## config.mk

```make
export PLATFORM = sky130hd
export DESIGN_NAME = bipartite_augmenting_matcher_flat
export DESIGN_NICKNAME = d
export VERILOG_FILES = /design/src/design/bam_pkg.sv /design/src/design/bam_if.sv /design/src/design/bam_ctrl.sv /design/src/design/bam_dp.sv /design/src/design/bipartite_augmenting_matcher.sv /design/src/flat_wrapper.sv
export SDC_FILE = /design/constraint.sdc
export NUM_CORES = 2
export LEC_CHECK = 0
export BUFFER_PORTS_ARGS = -buffer_cell sky130_fd_sc_hd__buf_2
export CAP_MARGIN = 20
export CORE_MARGIN = 2
export CORE_UTILIZATION = 40
export DETAILED_ROUTE_END_ITERATION = 10
export PLACE_DENSITY = 0.54
export SLEW_MARGIN = 20
export SYNTH_ARGS = -nofsm -noshare
export SYNTH_HDL_FRONTEND = slang
export SYNTH_HIERARCHICAL = 1
export SYNTH_SLANG_ARGS = --single-unit
```

## constraint.sdc

```tcl
create_clock -name clk_i -period 9.9 [get_ports clk_i]
set_input_delay 0.99 -clock clk_i [delete_from_list [all_inputs] [get_ports clk_i]]
set_output_delay 0.99 -clock clk_i [all_outputs]
set_load 0.01 [all_outputs]
```

## src/design/bam_pkg.sv

```systemverilog
// ----------------------------------------------------------------------------
// bam_pkg
// Types, constants and command structs shared by the matcher modules.
// ----------------------------------------------------------------------------
package bam_pkg;

  localparam int unsigned LeftMax  = 16;
  localparam int unsigned RightMax = 16;
  localparam int unsigned LW = $clog2(LeftMax);
  localparam int unsigned RW = $clog2(RightMax);
  localparam int unsigned CntW = $clog2(LeftMax + 1);
  localparam int unsigned SpW = $clog2(LeftMax + 1);

  // configuration register indexes
  localparam logic [1:0] RegPerfect = 2'd0;
  localparam logic [1:0] RegLeft    = 2'd1;
  localparam logic [1:0] RegRight   = 2'd2;

  typedef enum logic [3:0] {
    S_LOAD,
    S_GREEDY,
    S_AUG_NEXT,
    S_AUG_SCAN,
    S_AUG_FLIP,
    S_EMIT,
    S_CLEAR
  } state_e;

  typedef struct packed {
    logic load_row;
    logic greedy_step;
    logic aug_start;
    logic aug_scan;
    logic aug_flip;
    logic emit_start;
    logic emit_step;
    logic clear_all;
  } cmd_t;

  typedef struct packed {
    logic greedy_done;   // last left vertex of the greedy pass handled
    logic aug_all_done;  // no more roots (or failed)
    logic aug_skip;      // current root needs no search
    logic scan_found;    // free right vertex reached
    logic scan_dead;     // stack emptied
    logic flip_done;
    logic emit_last;
  } sts_t;

endpackage

```

## src/design/bam_if.sv

```systemverilog
// ----------------------------------------------------------------------------
// bam_row_if / bam_res_if
// Valid/ready channels for adjacency rows and match results.
// ----------------------------------------------------------------------------
interface bam_row_if;
  logic        valid;
  logic        ready;
  logic [3:0]  row_index;
  logic [15:0] neighbor_mask;
  logic        last_row;
  modport source (output valid, row_index, neighbor_mask, last_row, input ready);
  modport sink   (input valid, row_index, neighbor_mask, last_row, output ready);
endinterface

interface bam_res_if;
  logic       valid;
  logic       ready;
  logic [3:0] right_vertex;
  logic [3:0] left_partner;
  logic       pair_valid;
  logic [4:0] match_count;
  logic       last_result;
  modport source (output valid, right_vertex, left_partner, pair_valid, match_count,
                  last_result, input ready);
  modport sink   (input valid, right_vertex, left_partner, pair_valid, match_count,
                  last_result, output ready);
endinterface

```

## src/design/bam_ctrl.sv

```systemverilog
// ----------------------------------------------------------------------------
// bam_ctrl
// Sequencer: load, greedy pass, stack search per root, emit, clear.
// ----------------------------------------------------------------------------
module bam_ctrl (
  input  logic          clk_i,
  input  logic          rst_ni,
  input  logic          in_fire_i,
  input  logic          in_last_i,
  input  logic          out_free_i,
  input  bam_pkg::sts_t sts_i,
  output logic          in_ready_o,
  output bam_pkg::cmd_t cmd_o
);
  import bam_pkg::*;

  state_e state_q, state_d;

  always_ff @(posedge clk_i or negedge rst_ni) begin
    if (!rst_ni) state_q <= S_LOAD;
    else state_q <= state_d;
  end

  always_comb begin
    state_d = state_q;
    cmd_o = '0;
    in_ready_o = 1'b0;
    unique case (state_q)
      S_LOAD: begin
        in_ready_o = 1'b1;
        cmd_o.load_row = in_fire_i;
        if (in_fire_i && in_last_i) state_d = S_GREEDY;
      end
      S_GREEDY: begin
        cmd_o.greedy_step = 1'b1;
        if (sts_i.greedy_done) state_d = S_AUG_NEXT;
      end
      S_AUG_NEXT: begin
        if (sts_i.aug_all_done) begin
          cmd_o.emit_start = 1'b1;
          state_d = S_EMIT;
        end else begin
          cmd_o.aug_start = 1'b1;
          if (!sts_i.aug_skip) state_d = S_AUG_SCAN;
        end
      end
      S_AUG_SCAN: begin
        cmd_o.aug_scan = 1'b1;
        if (sts_i.scan_found) state_d = S_AUG_FLIP;
        else if (sts_i.scan_dead) state_d = S_AUG_NEXT;
      end
      S_AUG_FLIP: begin
        cmd_o.aug_flip = 1'b1;
        if (sts_i.flip_done) state_d = S_AUG_NEXT;
      end
      S_EMIT: begin
        if (out_free_i) begin
          cmd_o.emit_step = 1'b1;
          if (sts_i.emit_last) state_d = S_CLEAR;
        end
      end
      S_CLEAR: begin
        cmd_o.clear_all = 1'b1;
        state_d = S_LOAD;
      end
      default: state_d = S_LOAD;
    endcase
  end
endmodule

```

## src/design/bam_dp.sv

```systemverilog
// ----------------------------------------------------------------------------
// bam_dp
// Matching datapath: adjacency rows, partner table, visited marks, stack.
// ----------------------------------------------------------------------------
module bam_dp (
  input  logic                       clk_i,
  input  logic                       rst_ni,
  input  bam_pkg::cmd_t              cmd_i,
  input  logic [bam_pkg::LW-1:0]     row_index_i,
  input  logic [15:0]                neighbor_mask_i,
  input  logic                       perfect_i,
  input  logic [4:0]                 left_count_i,
  input  logic [4:0]                 right_count_i,
  output bam_pkg::sts_t              sts_o,
  output logic [3:0]                 e_vertex_o,
  output logic [3:0]                 e_partner_o,
  output logic                       e_valid_o,
  output logic [4:0]                 e_count_o,
  output logic                       e_last_o
);
  import bam_pkg::*;

  logic [RightMax-1:0] adj_q [LeftMax];
  logic [LW-1:0]       partner_q [RightMax];
  logic [RightMax-1:0] rmatch_q;
  logic [LeftMax-1:0]  visited_q, greedy_q;
  logic [LW-1:0]       stk_v_q [LeftMax];
  logic [RW:0]         stk_n_q [LeftMax];
  logic [RW-1:0]       stk_e_q [LeftMax];
  logic [SpW-1:0]      sp_q;
  logic [CntW-1:0]     count_q;
  logic                failed_q;
  logic [LW:0]         vcnt_q;   // greedy / root index
  logic [SpW-1:0]      flip_q;
  logic [RW:0]         ej_q;

  logic [LW:0] lc;
  logic [RW:0] rc;
  always_comb begin
    lc = (left_count_i == 5'd0) ? (LW+1)'(1) :
         (left_count_i > 5'(LeftMax)) ? (LW+1)'(LeftMax) : (LW+1)'(left_count_i);
    rc = (right_count_i == 5'd0) ? (RW+1)'(1) :
         (right_count_i > 5'(RightMax)) ? (RW+1)'(RightMax) : (RW+1)'(right_count_i);
  end

  logic [RightMax-1:0] rc_mask;
  always_comb begin
    for (int j = 0; j < RightMax; j++) rc_mask[j] = (j < int'(rc));
  end

  // greedy: lowest free neighbor of vcnt
  logic [RightMax-1:0] g_cand;
  logic                g_hit;
  logic [RW-1:0]       g_j;
  always_comb begin
    g_cand = adj_q[vcnt_q[LW-1:0]] & rc_mask & ~rmatch_q;
    g_hit = |g_cand;
    g_j = '0;
    for (int j = RightMax-1; j >= 0; j--) if (g_cand[j]) g_j = RW'(j);
  end

  // scan: next neighbor of top >= stk_n
  logic [SpW-1:0]      top;
  logic [LW-1:0]       t_v;
  logic [RightMax-1:0] s_cand;
  logic                s_hit;
  logic [RW-1:0]       s_j;
  logic [LW-1:0]       s_u;
  always_comb begin
    top = sp_q - SpW'(1);
    t_v = stk_v_q[top[LW-1:0]];
    for (int j = 0; j < RightMax; j++)
      s_cand[j] = adj_q[t_v][j] && rc_mask[j] && ((RW+1)'(j) >= stk_n_q[top[LW-1:0]]);
    s_hit = |s_cand;
    s_j = '0;
    for (int j = RightMax-1; j >= 0; j--) if (s_cand[j]) s_j = RW'(j);
    s_u = partner_q[s_j];
  end

  logic [LW-1:0] root;
  assign root = vcnt_q[LW-1:0];

  always_comb begin
    sts_o.greedy_done  = (vcnt_q + (LW+1)'(1) >= lc);
    sts_o.aug_all_done = (vcnt_q >= lc) || failed_q;
    sts_o.aug_skip     = greedy_q[root] || visited_q[root];
    sts_o.scan_found   = s_hit && !rmatch_q[s_j];
    sts_o.scan_dead    = !s_hit && (sp_q == SpW'(1));
    sts_o.flip_done    = (flip_q == SpW'(1));
    sts_o.emit_last    = (ej_q + (RW+1)'(1) == rc);
  end

  always_ff @(posedge clk_i or negedge rst_ni) begin
    if (!rst_ni) begin
      for (int i = 0; i < LeftMax; i++) adj_q[i] <= '0;
      for (int i = 0; i < RightMax; i++) partner_q[i] <= '0;
      rmatch_q <= '0; visited_q <= '0; greedy_q <= '0;
      sp_q <= '0; count_q <= '0; failed_q <= 1'b0;
      vcnt_q <= '0; flip_q <= '0; ej_q <= '0;
    end else begin
      if (cmd_i.load_row) adj_q[row_index_i] <= neighbor_mask_i;
      if (cmd_i.greedy_step) begin
        if (g_hit) begin
          rmatch_q[g_j] <= 1'b1;
          partner_q[g_j] <= root;
          greedy_q[root] <= 1'b1;
          count_q <= count_q + CntW'(1);
        end
        vcnt_q <= sts_o.greedy_done ? '0 : vcnt_q + (LW+1)'(1);
      end
      if (cmd_i.aug_start) begin
        if (sts_o.aug_skip) begin
          // visited root fails in perfect mode; greedy-matched root just skipped
          if (!greedy_q[root] && perfect_i) failed_q <= 1'b1;
          vcnt_q <= vcnt_q + (LW+1)'(1);
        end else begin
          visited_q[root] <= 1'b1;
          stk_v_q[0] <= root;
          stk_n_q[0] <= '0;
          sp_q <= SpW'(1);
        end
      end
      if (cmd_i.aug_scan) begin
        if (!s_hit) begin
          sp_q <= top;
          if (sp_q == SpW'(1)) begin
            if (perfect_i) failed_q <= 1'b1;
            vcnt_q <= vcnt_q + (LW+1)'(1);
          end
        end else begin
          stk_n_q[top[LW-1:0]] <= (RW+1)'(s_j) + (RW+1)'(1);
          stk_e_q[top[LW-1:0]] <= s_j;
          if (!rmatch_q[s_j]) begin
            flip_q <= sp_q;
          end else if (!visited_q[s_u] && sp_q < SpW'(LeftMax)) begin
            visited_q[s_u] <= 1'b1;
            stk_v_q[sp_q[LW-1:0]] <= s_u;
            stk_n_q[sp_q[LW-1:0]] <= '0;
            sp_q <= sp_q + SpW'(1);
          end
        end
      end
      if (cmd_i.aug_flip) begin
        partner_q[stk_e_q[flip_q[LW-1:0] - LW'(1)]] <= stk_v_q[flip_q[LW-1:0] - LW'(1)];
        rmatch_q[stk_e_q[flip_q[LW-1:0] - LW'(1)]] <= 1'b1;
        flip_q <= flip_q - SpW'(1);
        if (flip_q == SpW'(1)) begin
          count_q <= count_q + CntW'(1);
          visited_q <= '0;
          vcnt_q <= vcnt_q + (LW+1)'(1);
        end
      end
      if (cmd_i.emit_start) ej_q <= '0;
      if (cmd_i.emit_step) ej_q <= ej_q + (RW+1)'(1);
      if (cmd_i.clear_all) begin
        for (int i = 0; i < LeftMax; i++) adj_q[i] <= '0;
        for (int i = 0; i < RightMax; i++) partner_q[i] <= '0;
        rmatch_q <= '0; visited_q <= '0; greedy_q <= '0;
        sp_q <= '0; count_q <= '0; failed_q <= 1'b0;
        vcnt_q <= '0; ej_q <= '0;
      end
    end
  end

  always_comb begin
    e_vertex_o  = ej_q[RW-1:0];
    e_valid_o   = !failed_q && rmatch_q[ej_q[RW-1:0]];
    e_partner_o = e_valid_o ? partner_q[ej_q[RW-1:0]] : '0;
    e_count_o   = failed_q ? 5'd0 : 5'(count_q);
    e_last_o    = sts_o.emit_last;
  end
endmodule

```

## src/design/bipartite_augmenting_matcher.sv

```systemverilog
// ----------------------------------------------------------------------------
// bipartite_augmenting_matcher
// Maximum bipartite matching: greedy pass, then stack-based augmenting search.
// ----------------------------------------------------------------------------
//  channel   dir  handshake        payload
//  row_in    in   valid/ready      row_index, neighbor_mask, last_row
//  res_out   out  valid/ready      right_vertex, left_partner, pair_valid, ...
//  apb       in   psel/penable     zero_if_not_perfect, left_count, right_count
//
//  Rows load one per cycle. After the last row: a greedy pass over left_count
//  left vertices, then per left vertex a step to start or skip its search,
//  its stack steps and its flipped edges, then a step to leave the search,
//  right_count results at one per cycle while the output is free, then clearing state.
//  Result stalls hold the emitter; rows are refused until the run ends.
//  Reset clears the adjacency rows and the matching; registers go to default.
module bipartite_augmenting_matcher (
  input  logic        clk_i,
  input  logic        rst_ni,
  bam_row_if.sink     row_in,
  bam_res_if.source   res_out,
  input  logic        psel,
  input  logic        penable,
  input  logic        pwrite,
  input  logic [3:0]  paddr,
  input  logic [31:0] pwdata,
  output logic [31:0] prdata,
  output logic        pready
);
  import bam_pkg::*;

  logic       perfect_q;
  logic [4:0] lcnt_q, rcnt_q;
  logic [1:0] reg_idx;

  assign pready = 1'b1;
  assign reg_idx = paddr[3:2];

  always_ff @(posedge clk_i or negedge rst_ni) begin
    if (!rst_ni) begin
      perfect_q <= 1'b0; lcnt_q <= 5'd16; rcnt_q <= 5'd16;
    end else if (psel && penable && pwrite) begin
      unique case (reg_idx)
        RegPerfect: perfect_q <= pwdata[0];
        RegLeft:    lcnt_q <= pwdata[4:0];
        RegRight:   rcnt_q <= pwdata[4:0];
        default: ;
      endcase
    end
  end

  always_comb begin
    unique case (reg_idx)
      RegPerfect: prdata = {31'd0, perfect_q};
      RegLeft:    prdata = {27'd0, lcnt_q};
      RegRight:   prdata = {27'd0, rcnt_q};
      default:    prdata = '0;
    endcase
  end

  cmd_t cmd;
  sts_t sts;
  logic in_ready, out_free;
  logic [3:0] e_v, e_p;
  logic e_ok, e_last;
  logic [4:0] e_cnt;
  logic out_valid_q;
  logic [3:0] ov_q, op_q;
  logic opv_q, olast_q;
  logic [4:0] ocnt_q;

  assign row_in.ready = in_ready;
  assign out_free = !out_valid_q || res_out.ready;

  bam_ctrl u_ctrl (
    .clk_i, .rst_ni,
    .in_fire_i (row_in.valid && in_ready),
    .in_last_i (row_in.last_row),
    .out_free_i(out_free),
    .sts_i     (sts),
    .in_ready_o(in_ready),
    .cmd_o     (cmd)
  );

  bam_dp u_dp (
    .clk_i, .rst_ni,
    .cmd_i          (cmd),
    .row_index_i    (row_in.row_index),
    .neighbor_mask_i(row_in.neighbor_mask),
    .perfect_i      (perfect_q),
    .left_count_i   (lcnt_q),
    .right_count_i  (rcnt_q),
    .sts_o          (sts),
    .e_vertex_o     (e_v),
    .e_partner_o    (e_p),
    .e_valid_o      (e_ok),
    .e_count_o      (e_cnt),
    .e_last_o       (e_last)
  );

  always_ff @(posedge clk_i or negedge rst_ni) begin
    if (!rst_ni) out_valid_q <= 1'b0;
    else if (out_free) out_valid_q <= cmd.emit_step;
  end

  always_ff @(posedge clk_i) begin
    if (cmd.emit_step) begin
      ov_q <= e_v; op_q <= e_p; opv_q <= e_ok; ocnt_q <= e_cnt; olast_q <= e_last;
    end
  end

  assign res_out.valid        = out_valid_q;
  assign res_out.right_vertex = ov_q;
  assign res_out.left_partner = op_q;
  assign res_out.pair_valid   = opv_q;
  assign res_out.match_count  = ocnt_q;
  assign res_out.last_result  = olast_q;

  a_no_row_in_run: assert property (@(posedge clk_i) disable iff (!rst_ni)
    (cmd.greedy_step || cmd.aug_scan || cmd.aug_flip) |-> !in_ready)
    else $error("row accepted during a run");
  a_emit_only_free: assert property (@(posedge clk_i) disable iff (!rst_ni)
    cmd.emit_step |-> out_free)
    else $error("emit into a full output register");
  a_clear_after_last: assert property (@(posedge clk_i) disable iff (!rst_ni)
    (cmd.emit_step && e_last) |=> cmd.clear_all)
    else $error("no clear after last result");
endmodule
```

## src/flat_wrapper.sv

```systemverilog
// flat-port wrapper written by rule: the top's interface ports become plain ports
module bipartite_augmenting_matcher_flat import bam_pkg::*;
  (clk_i, rst_ni, psel, penable, pwrite, paddr, pwdata, prdata, pready, row_in_valid, row_in_row_index, row_in_neighbor_mask, row_in_last_row, row_in_ready, res_out_valid, res_out_right_vertex, res_out_left_partner, res_out_pair_valid, res_out_match_count, res_out_last_result, res_out_ready);
  bam_row_if row_in_i ();
  bam_res_if res_out_i ();
  input  logic clk_i;
  input  logic rst_ni;
  input  logic psel;
  input  logic penable;
  input  logic pwrite;
  input  logic [3:0] paddr;
  input  logic [31:0] pwdata;
  output logic [31:0] prdata;
  output logic pready;
  input wire logic [$bits(row_in_i.valid)-1:0] row_in_valid;
  input wire logic [$bits(row_in_i.row_index)-1:0] row_in_row_index;
  input wire logic [$bits(row_in_i.neighbor_mask)-1:0] row_in_neighbor_mask;
  input wire logic [$bits(row_in_i.last_row)-1:0] row_in_last_row;
  output wire logic [$bits(row_in_i.ready)-1:0] row_in_ready;
  output wire logic [$bits(res_out_i.valid)-1:0] res_out_valid;
  output wire logic [$bits(res_out_i.right_vertex)-1:0] res_out_right_vertex;
  output wire logic [$bits(res_out_i.left_partner)-1:0] res_out_left_partner;
  output wire logic [$bits(res_out_i.pair_valid)-1:0] res_out_pair_valid;
  output wire logic [$bits(res_out_i.match_count)-1:0] res_out_match_count;
  output wire logic [$bits(res_out_i.last_result)-1:0] res_out_last_result;
  input wire logic [$bits(res_out_i.ready)-1:0] res_out_ready;
  assign row_in_i.valid = row_in_valid;
  assign row_in_i.row_index = row_in_row_index;
  assign row_in_i.neighbor_mask = row_in_neighbor_mask;
  assign row_in_i.last_row = row_in_last_row;
  assign row_in_ready = row_in_i.ready;
  assign res_out_valid = res_out_i.valid;
  assign res_out_right_vertex = res_out_i.right_vertex;
  assign res_out_left_partner = res_out_i.left_partner;
  assign res_out_pair_valid = res_out_i.pair_valid;
  assign res_out_match_count = res_out_i.match_count;
  assign res_out_last_result = res_out_i.last_result;
  assign res_out_i.ready = res_out_ready;
  bipartite_augmenting_matcher u_core (.clk_i(clk_i), .rst_ni(rst_ni), .row_in(row_in_i), .res_out(res_out_i), .psel(psel), .penable(penable), .pwrite(pwrite), .paddr(paddr), .pwdata(pwdata), .prdata(prdata), .pready(pready));
endmodule
```

# ---- Yosys cells after proc, flatten, opt, wreduce, memory -nomap -nowiden
# Memory sizes are Yosys's and may differ from the RTL's.
# Cells that the tools add are included.
# W data, S select, Z words.
dict set report totals {
  register_bits 425
  latchBits 0
  ramBits 208
  romBits 0
  input_bits 64
  output_inout_bits 50
  elab_cells 407
  memories 3
}
dict set report classes {
  addsub 8
  mul 0
  n_div 0
  order_cmp 57
  n_eq_ne 19
  n_shift 0
  muxes 174
  bitwise 15
  n_reduce_logical 80
}
# memory words width rd rd_ports_with_merged_regs write_ports line
set memory_table {}
lappend memory_table {u_core.u_dp.stk_n_q 16 5 1 0 2 bam_dp.sv:28} ;# logic [RW:0] stk_n_q [LeftMax];
lappend memory_table {u_core.u_dp.stk_e_q 16 4 1 0 1 bam_dp.sv:29} ;# logic [RW-1:0] stk_e_q [LeftMax];
lappend memory_table {u_core.u_dp.stk_v_q 16 4 2 0 1 bam_dp.sv:27} ;# logic [LW-1:0] stk_v_q [LeftMax];
# cell count
set op_table {}
lappend op_table {{$mux W256} 2}
lappend op_table {{$mux W16} 21}
lappend op_table {{$bwmux W256} 1}
lappend op_table {{$mux W64} 4}
lappend op_table {{$mux W4} 50}
lappend op_table {{$mux W5} 34}
lappend op_table {{$bmux W16 S4} 2}
lappend op_table {{$bwmux W64} 2}
lappend op_table {{$or A16 B16 Y16} 5}
lappend op_table {{$demux W16 S4} 1}
lappend op_table {{$logic_and A1 B1 Y1} 51}
lappend op_table {{$mux W1} 42}
lappend op_table {{$ge A4 B5 Y1 const A} 8}
lappend op_table {{$lt A4 B5 Y1 const A} 8}
lappend op_table {{$ge A5 B5 Y1 const B} 7}
lappend op_table {{$not A4 Y5} 7}
lappend op_table {{$and A16 B16 Y16} 2}
lappend op_table {{$bmux W4 S4} 2}
lappend op_table {{$demux W4 S4} 2}
lappend op_table {{$reduce_or A16 Y1} 2}
lappend op_table {{$lt A4 B5 Y1 const B} 6}
lappend op_table {{$pmux W4 S6} 1}
lappend op_table {{$add A5 B1 Y5 const B} 4}
lappend op_table {{$bmux W1 S4} 5}
lappend op_table {{other kinds (40)} 84}

# ---- Longest topological paths before layout
# An unclocked memory read counts as a cell.
dict set report depth {
  depth_word 40
  depth_mapped 34
  depth_no_buf 24
}

# ---- Modules after synthesis
# The synthesis kept the hierarchy.
# module n_inst cells_per_inst area_each_um2 seq_area_each_um2
set modules_own_cells {}
lappend modules_own_cells {bam_dp 1 3504 34855.9 15304.7}
lappend modules_own_cells {bipartite_augmenting_matcher 1 84 1233.7 753.2}
lappend modules_own_cells {bam_ctrl 1 36 304.0 75.1}

# ---- Worst setup path before layout
# OpenSTA, ideal clock, no wires.
dict set report synth_timing {
  path_kind {flip-flop to flip-flop}
  from {register u_core.u_dp.sp_q[0]}
  to {memory u_core/u_dp/stk_v_q[13][0] (netlist bit) (enable)}
  setup_ns 0.310
  arrival_ns 7.581
  t_required_ns 9.590
  path_slack_ns 2.009
  stages_incl_launch_ff 29
  path_buffers 7
  synth_period_minus_slack_ns 7.891
  path_cell_list {dfrtp_1 > buf_6 > buf_4 > inv_1 > ha_1 > buf_2 > buf_2 > buf_2 > nor3b_1 > a21oi_1 > o221ai_4 > nor2_4 > mux2_1 > a31o_1 > o311a_1 > nand4bb_1 > a211o_1 > nand2_1 > inv_2 > clkbuf_1 > o311a_1 > a32o_1 > o31ai_1 > mux2_2 > a41o_1 > a2111o_1 > nor3_2 > clkbuf_1 > and4_1}
}
dict set report synth_via {
  elab_chain_len 40
  elab_cells_between_ends 92
  cone_classes {add/sub (1); order compare (17); mux (33); bitwise (2); reduce/logical (37); memory (2)}
}
# item line
set synth_rtl {}
lappend synth_rtl {{start: declaration} bam_dp.sv:30} ;# logic [SpW-1:0] sp_q;
lappend synth_rtl {{start signal: assignment} bam_dp.sv:120} ;# sp_q <= SpW'(1);
lappend synth_rtl {{start signal: assignment} bam_dp.sv:125} ;# sp_q <= top;
lappend synth_rtl {{start signal: assignment} bam_dp.sv:139} ;# sp_q <= sp_q + SpW'(1);
lappend synth_rtl {{$sub A5 B1 Y5 (*)} bam_dp.sv:70} ;# top = sp_q - SpW'(1);
lappend synth_rtl {{$mem_v2 Z16 W4} n/a}
lappend synth_rtl {{$not A4 Y5 (not written as such)} bam_dp.sv:73} ;# s_cand[j] = adj_q[t_v][j] && rc_mask[j] && ((RW+1)'(j) >= stk_n_q[top[LW-1:0]]);
lappend synth_rtl {{$bmux W16 S4} bam_dp.sv:73}
lappend synth_rtl {{$mux W16 (not written as such) (2 in series)} bam_dp.sv:73}
lappend synth_rtl {{$logic_and A1 B1 Y1 (2 in series)} bam_dp.sv:73}
lappend synth_rtl {{$mux W4 (15 in series)} bam_dp.sv:76} ;# for (int j = RightMax-1; j >= 0; j--) if (s_cand[j]) s_j = RW'(j);
lappend synth_rtl {{$mux W4 (*)} bam_dp.sv:76}
lappend synth_rtl {{via u_core.u_dp.s_j[2]} bam_dp.sv:67} ;# logic [RW-1:0] s_j;
lappend synth_rtl {{[4 not listed]} n/a}
lappend synth_rtl {{via u_core.u_dp.s_u[2]} bam_dp.sv:68} ;# logic [LW-1:0] s_u;
lappend synth_rtl {{[4 not listed]} n/a}
lappend synth_rtl {{$mux W1 (*)} bam_dp.sv:135} ;# end else if (!visited_q[s_u] && sp_q < SpW'(LeftMax)) begin
lappend synth_rtl {{$mux W1 (*)} bam_dp.sv:133} ;# if (!rmatch_q[s_j]) begin
lappend synth_rtl {{$mux W1 (*)} bam_dp.sv:124} ;# if (!s_hit) begin
lappend synth_rtl {{$mux W1 (*)} bam_dp.sv:123} ;# if (cmd_i.aug_scan) begin
lappend synth_rtl {{$logic_and A1 B1 Y1 (not written as such) (*)} bam_dp.sv:137} ;# stk_v_q[sp_q[LW-1:0]] <= s_u;
lappend synth_rtl {{$mux W1 (not written as such) (*)} bam_dp.sv:137}
lappend synth_rtl {{$reduce_or A4 Y1 (no source line)} n/a}
lappend synth_rtl {{$mux W4 (no source line) or $mux W1 (tied branches)} n/a}
lappend synth_rtl {{end: declaration} bam_dp.sv:27}
# The timed path passes the listed nets; every way through them passes the cells marked *. The select of a mux whose other input is x is not followed.

# ---- Final worst setup path
dict set report layout_timing {
  from {register u_core.u_dp.sp_q[0]}
  to {memory u_core/u_dp/stk_v_q[0][2] (netlist bit), data pin}
}
dict set report layout_via {
  elab_chain_len 40
  elab_cells_between_ends 91
  cone_classes {add/sub (1); order compare (17); mux (32); bitwise (2); reduce/logical (37); memory (2)}
}
# item line
set layout_rtl {}
lappend layout_rtl {{$sub A5 B1 Y5 (*)} bam_dp.sv:70}
lappend layout_rtl {{$mem_v2 Z16 W4} n/a}
lappend layout_rtl {{$not A4 Y5 (not written as such)} bam_dp.sv:73}
lappend layout_rtl {{$bmux W16 S4} bam_dp.sv:73}
lappend layout_rtl {{$mux W16 (not written as such) (2 in series)} bam_dp.sv:73}
lappend layout_rtl {{$logic_and A1 B1 Y1 (2 in series)} bam_dp.sv:73}
lappend layout_rtl {{$mux W4 (15 in series)} bam_dp.sv:76}
lappend layout_rtl {{$mux W4 (*)} bam_dp.sv:76}
lappend layout_rtl {{[4 not listed]} n/a}
lappend layout_rtl {{via u_core.u_dp.s_u[1]} bam_dp.sv:68}
lappend layout_rtl {{[4 not listed]} n/a}
lappend layout_rtl {{$mux W1 (*)} bam_dp.sv:135}
lappend layout_rtl {{$mux W1 (*)} bam_dp.sv:133}
lappend layout_rtl {{$mux W1 (*)} bam_dp.sv:124}
lappend layout_rtl {{$mux W1 (*)} bam_dp.sv:123}
lappend layout_rtl {{$logic_and A1 B1 Y1 (not written as such) (*)} bam_dp.sv:137}
lappend layout_rtl {{$mux W1 (not written as such) (*)} bam_dp.sv:137}
lappend layout_rtl {{$reduce_or A4 Y1 (no source line) (*)} n/a}
lappend layout_rtl {{$mux W4 (no source line) (*)} n/a}
# Marked as above.

==> flow_summary.ini <==
[pwr]
switching_share_pct = 49.7
combPwrFrac_pct = 58.3
power_frac_seq_pct = 25.3
total_power_uw = 16800
p_int_uw = 8440
power.switching_uw = 8340
p_leak_uw = 0.0159
power_density_nw_per_um2 = 419
vdd_drop_max_uv = 594
p_clk_share_pct = 16.5

[grt]
first_global_vias = 28000
grt-ovfl-total = 0
grt_max_degree = 227
grt_pass1_wl_um = 188000
antenna_found_initial = 9
grt_use_total_pct = 26.7

[place]
hpwl_um = 83300
preCtsSetupSlack_ns = 0.973
portBuffers = 56
gp_congestion = 0.953

[worst_setup_path]
crit_fanout = 49
start_kind = flip-flop
endpoint_kind = flip-flop
rr_endpoint = u_core/u_dp/stk_v_q[0][2]$_DFFE_PP_
reg2reg_depth = 24
rr_startpoint = u_core/u_dp/sp_q[0]$_DFF_PN0_
required_ns = 10.30
rrSetupSlack_ns = 0.74
critical_path_class = flip-flop to flip-flop
cp.arrival_ns = 9.56

[clock_tree]
clk_pin_slew_ns = 0.06
clock-sinks = 632
clk-insertion-delay-late_ns = 0.66
post_cts_buffers = 0
root_buffer = clkbuf_16
htree_levels = 3
clock_tree.buffer_depth = 3
cts_buffers = 75
cts_resized = 0
cts_tree = built
ctsHoldBuffers = 0

[detailed_routing]
m1WireLength_um = 55000
drc_errors = 0
viasPerCell = 6.01
routed.top_layer = met5
met2WireLength_um = 57000
drtPass1Iterations = 6
drt_iter0_drc = 3339
wl_met3_um = 9280
routed_wirelength_um = 125000
ant_nets = 0
vias = 28800
wl_per_cell_um = 26.2

[logic_synthesis]
synth.distinct_cells = 120
synth_most_common_cell = nand2_1
synthArstFlopShare_pct = 64.7
synthCells = 3624
synth_edf_count = 143
synth-seq-cells = 632
yosys_warnings = 6
yosys.area.top_type = dfrtp_1
synth_common_cells = 701 x nand2_1, 426 x a21oi_1, 407 x dfrtp_1
netlist_area_um2 = 36400
yosysTopAreaCellShare_pct = 28.0
synth_area_leaders = dfrtp_1 28%, edfxtp_1 12%, mux4_2 11%
yosysSeqAreaShare_pct = 44.3
syn_avg_cell_area_um2 = 10.0
synth_flop_cell = dfrtp_1

[layout]
nets = 3636
seqCellArea_um2 = 16100
final_util_pct = 44.5
syn2layout_area_growth_pct = 10.1
drive_gt1_share_pct = 16.8
multi_input_area_um2 = 18800
nFillCells = 8566

[timing]
fin_skew_ns = 0.0376
setup_viol = 0
timing.fmax_mhz = 109
tightest_slew_ns = 1.27
timing.final.crit_share_pct = 92.5
tns_ns = 0
fin_ws_ns = 0.740
hold_viol_final = 0
max-slew-margin-rel_pct = 13.9
finalCriticalPeriod_ns = 9.16
rsz0062_at_grt = false
finalMaxSlewViolations = 0

[floorplanning]
die-width_um = 306
io_pins = 114
die_area_um2 = 93400
initial_core_util_pct = 40.4
die_y_um = 306
coreArea_um2 = 90100
rows = 110

[job]
maxCapViolCount = 0

[hold_path]
hold_path_class = primary input to async pin

[run_status]
outcome = finished, final reports clean
[sequential cells by signal (all words and copies together) (netlist names), 16 cells and up]
name,count
u_core/u_dp/adj_q,256
u_core/u_dp/stk_n_q,80
u_core/u_dp/partner_q,64
u_core/u_dp/stk_e_q,64
u_core/u_dp/stk_v_q,64
u_core/u_dp/greedy_q,16
u_core/u_dp/rmatch_q,16
u_core/u_dp/visited_q,16
[kinds of logic (layout without fill, tap and decap cells)]
logic type / count (synthesis) / in the layout / synth area share, %
AND/OR/NAND/NOR: 1275 / 1275 / 15.6
AO/OA/AOI/OAI: 807 / 807 / 14.0
flip-flops: 632 / 632 / 44.3
multiplexers: 496 / 496 / 20.1
buffers and inverters: 369 / 324 / 4.58
adder cells (fa/ha/maj): 25 / 25 / 0.859
XOR/XNOR: 18 / 18 / 0.454
other: 2 / 33 / 0.0206
[critical path, stage by stage, from the launching register on]
cell and delay [ns]:
dfrtp_2 0.36, buf_4 0.69, mux4_2 0.60, mux2i_1 0.55
nor2_1 0.11, nor2_2 0.63, buf_4 0.34, nand2_1 0.07
a311oi_1 0.36, a311o_1 0.30, nand4_2 0.30, a21boi_4 0.36
o211a_2 0.39, nor2_8 0.13, nor2_1 0.51, a221oi_1 0.28
nor3_1 0.54, nor2_2 0.21, inv_2 0.10, buf_4 0.23
nor2_1 0.15, a2111o_1 0.50, nor4_4 0.56, buf_4 0.26
mux2_4 0.30
[metal layers]
metal,vias to the layer above,track usage (%)
li1,13000,-
met1,14400,37.9
met2,1180,40.7
met3,230,5.19
met4,4,9.04
met5,-,0
[worst max-delay path by stage]
stage                                       start                                   end  cells after the start
floorplan           u_core/u_dp/sp_q[0]$_DFF_PN0_  u_core/u_dp/stk_v_q[13][0]$_DFFE_PP_                     28
global placement    u_core/u_dp/sp_q[0]$_DFF_PN0_   u_core/u_dp/stk_v_q[0][3]$_DFFE_PP_                     24
detailed placement  u_core/u_dp/sp_q[0]$_DFF_PN0_   u_core/u_dp/stk_v_q[0][2]$_DFFE_PP_                     24
CTS                 u_core/u_dp/sp_q[0]$_DFF_PN0_   u_core/u_dp/stk_v_q[0][2]$_DFFE_PP_                     24
global route        u_core/u_dp/sp_q[0]$_DFF_PN0_   u_core/u_dp/stk_v_q[0][3]$_DFFE_PP_                     24
finish              u_core/u_dp/sp_q[0]$_DFF_PN0_   u_core/u_dp/stk_v_q[0][2]$_DFFE_PP_                     24
[stage by stage]
| stage | area, µm² | std cells | hold WS (ns) |
|---|---|---|---|
| floorplan | 36500 | 3650 | 0.445 |
| global placement | 37600 | 4646 | 0.442 |
| detailed placement | 37600 | 4646 | 0.442 |
| CTS | 40000 | 4781 | 0.186 |
| global route | 40100 | 4785 | 0.209 |
| finish | 40100 | 4786 | 0.203 |
[power groups by stage]
| stage | logic [µW] | clock network [µW] | registers, µW |
|---|---|---|---|
| after CTS | 9630 | 2820 | 4230 |
| after global routing | 10400 | 2920 | 4300 |
| final | 9780 | 2770 | 4240 |
| after floorplan | 6400 | 0 | 4020 |
| after detailed placement | 9600 | 0 | 4280 |
| after global placement | 9550 | 0 | 4270 |
[final cells by class]
class                   instances  share of cell area (%)
flip-flops and latches        632                    40.3
clock inverters                20                   0.412
diodes                          5                  0.0312
clock buffers                 115                    5.62
inverters                      41                   0.384
multi-input cells            2649                    46.9
well taps                    1176                    3.67
repair buffers                148                    2.67
[cells in the final DEF, fill, tap and decap left out, types with 18 or more instances in the layout]
cell | netlist | final
conb_1 | 2 | 28
and2_1 | 44 | 44
clkbuf_1 | 211 | 21
mux4_2 | 178 | 178
o21ai_0 | 64 | 64
nand2b_1 | 18 | 18
inv_1 | 34 | 34
nor2b_1 | 37 | 36
nor3_1 | 54 | 48
buf_2 | 34 | 55
a31oi_1 | 59 | 59
a21oi_1 | 426 | 426
and3_1 | 32 | 31
mux2_2 | 57 | 57
ha_1 | 25 | 24
nand2_1 | 701 | 701
nand3_1 | 40 | 39
mux2i_1 | 240 | 238
edfxtp_1 | 143 | 143
dfxtp_1 | 80 | 80
nor2_1 | 242 | 234
buf_4 | 43 | 85
a211oi_1 | 50 | 50
clkbuf_16 | 0 | 78
dfrtp_1 | 407 | 401
Power figures use the tool's default switching activity.
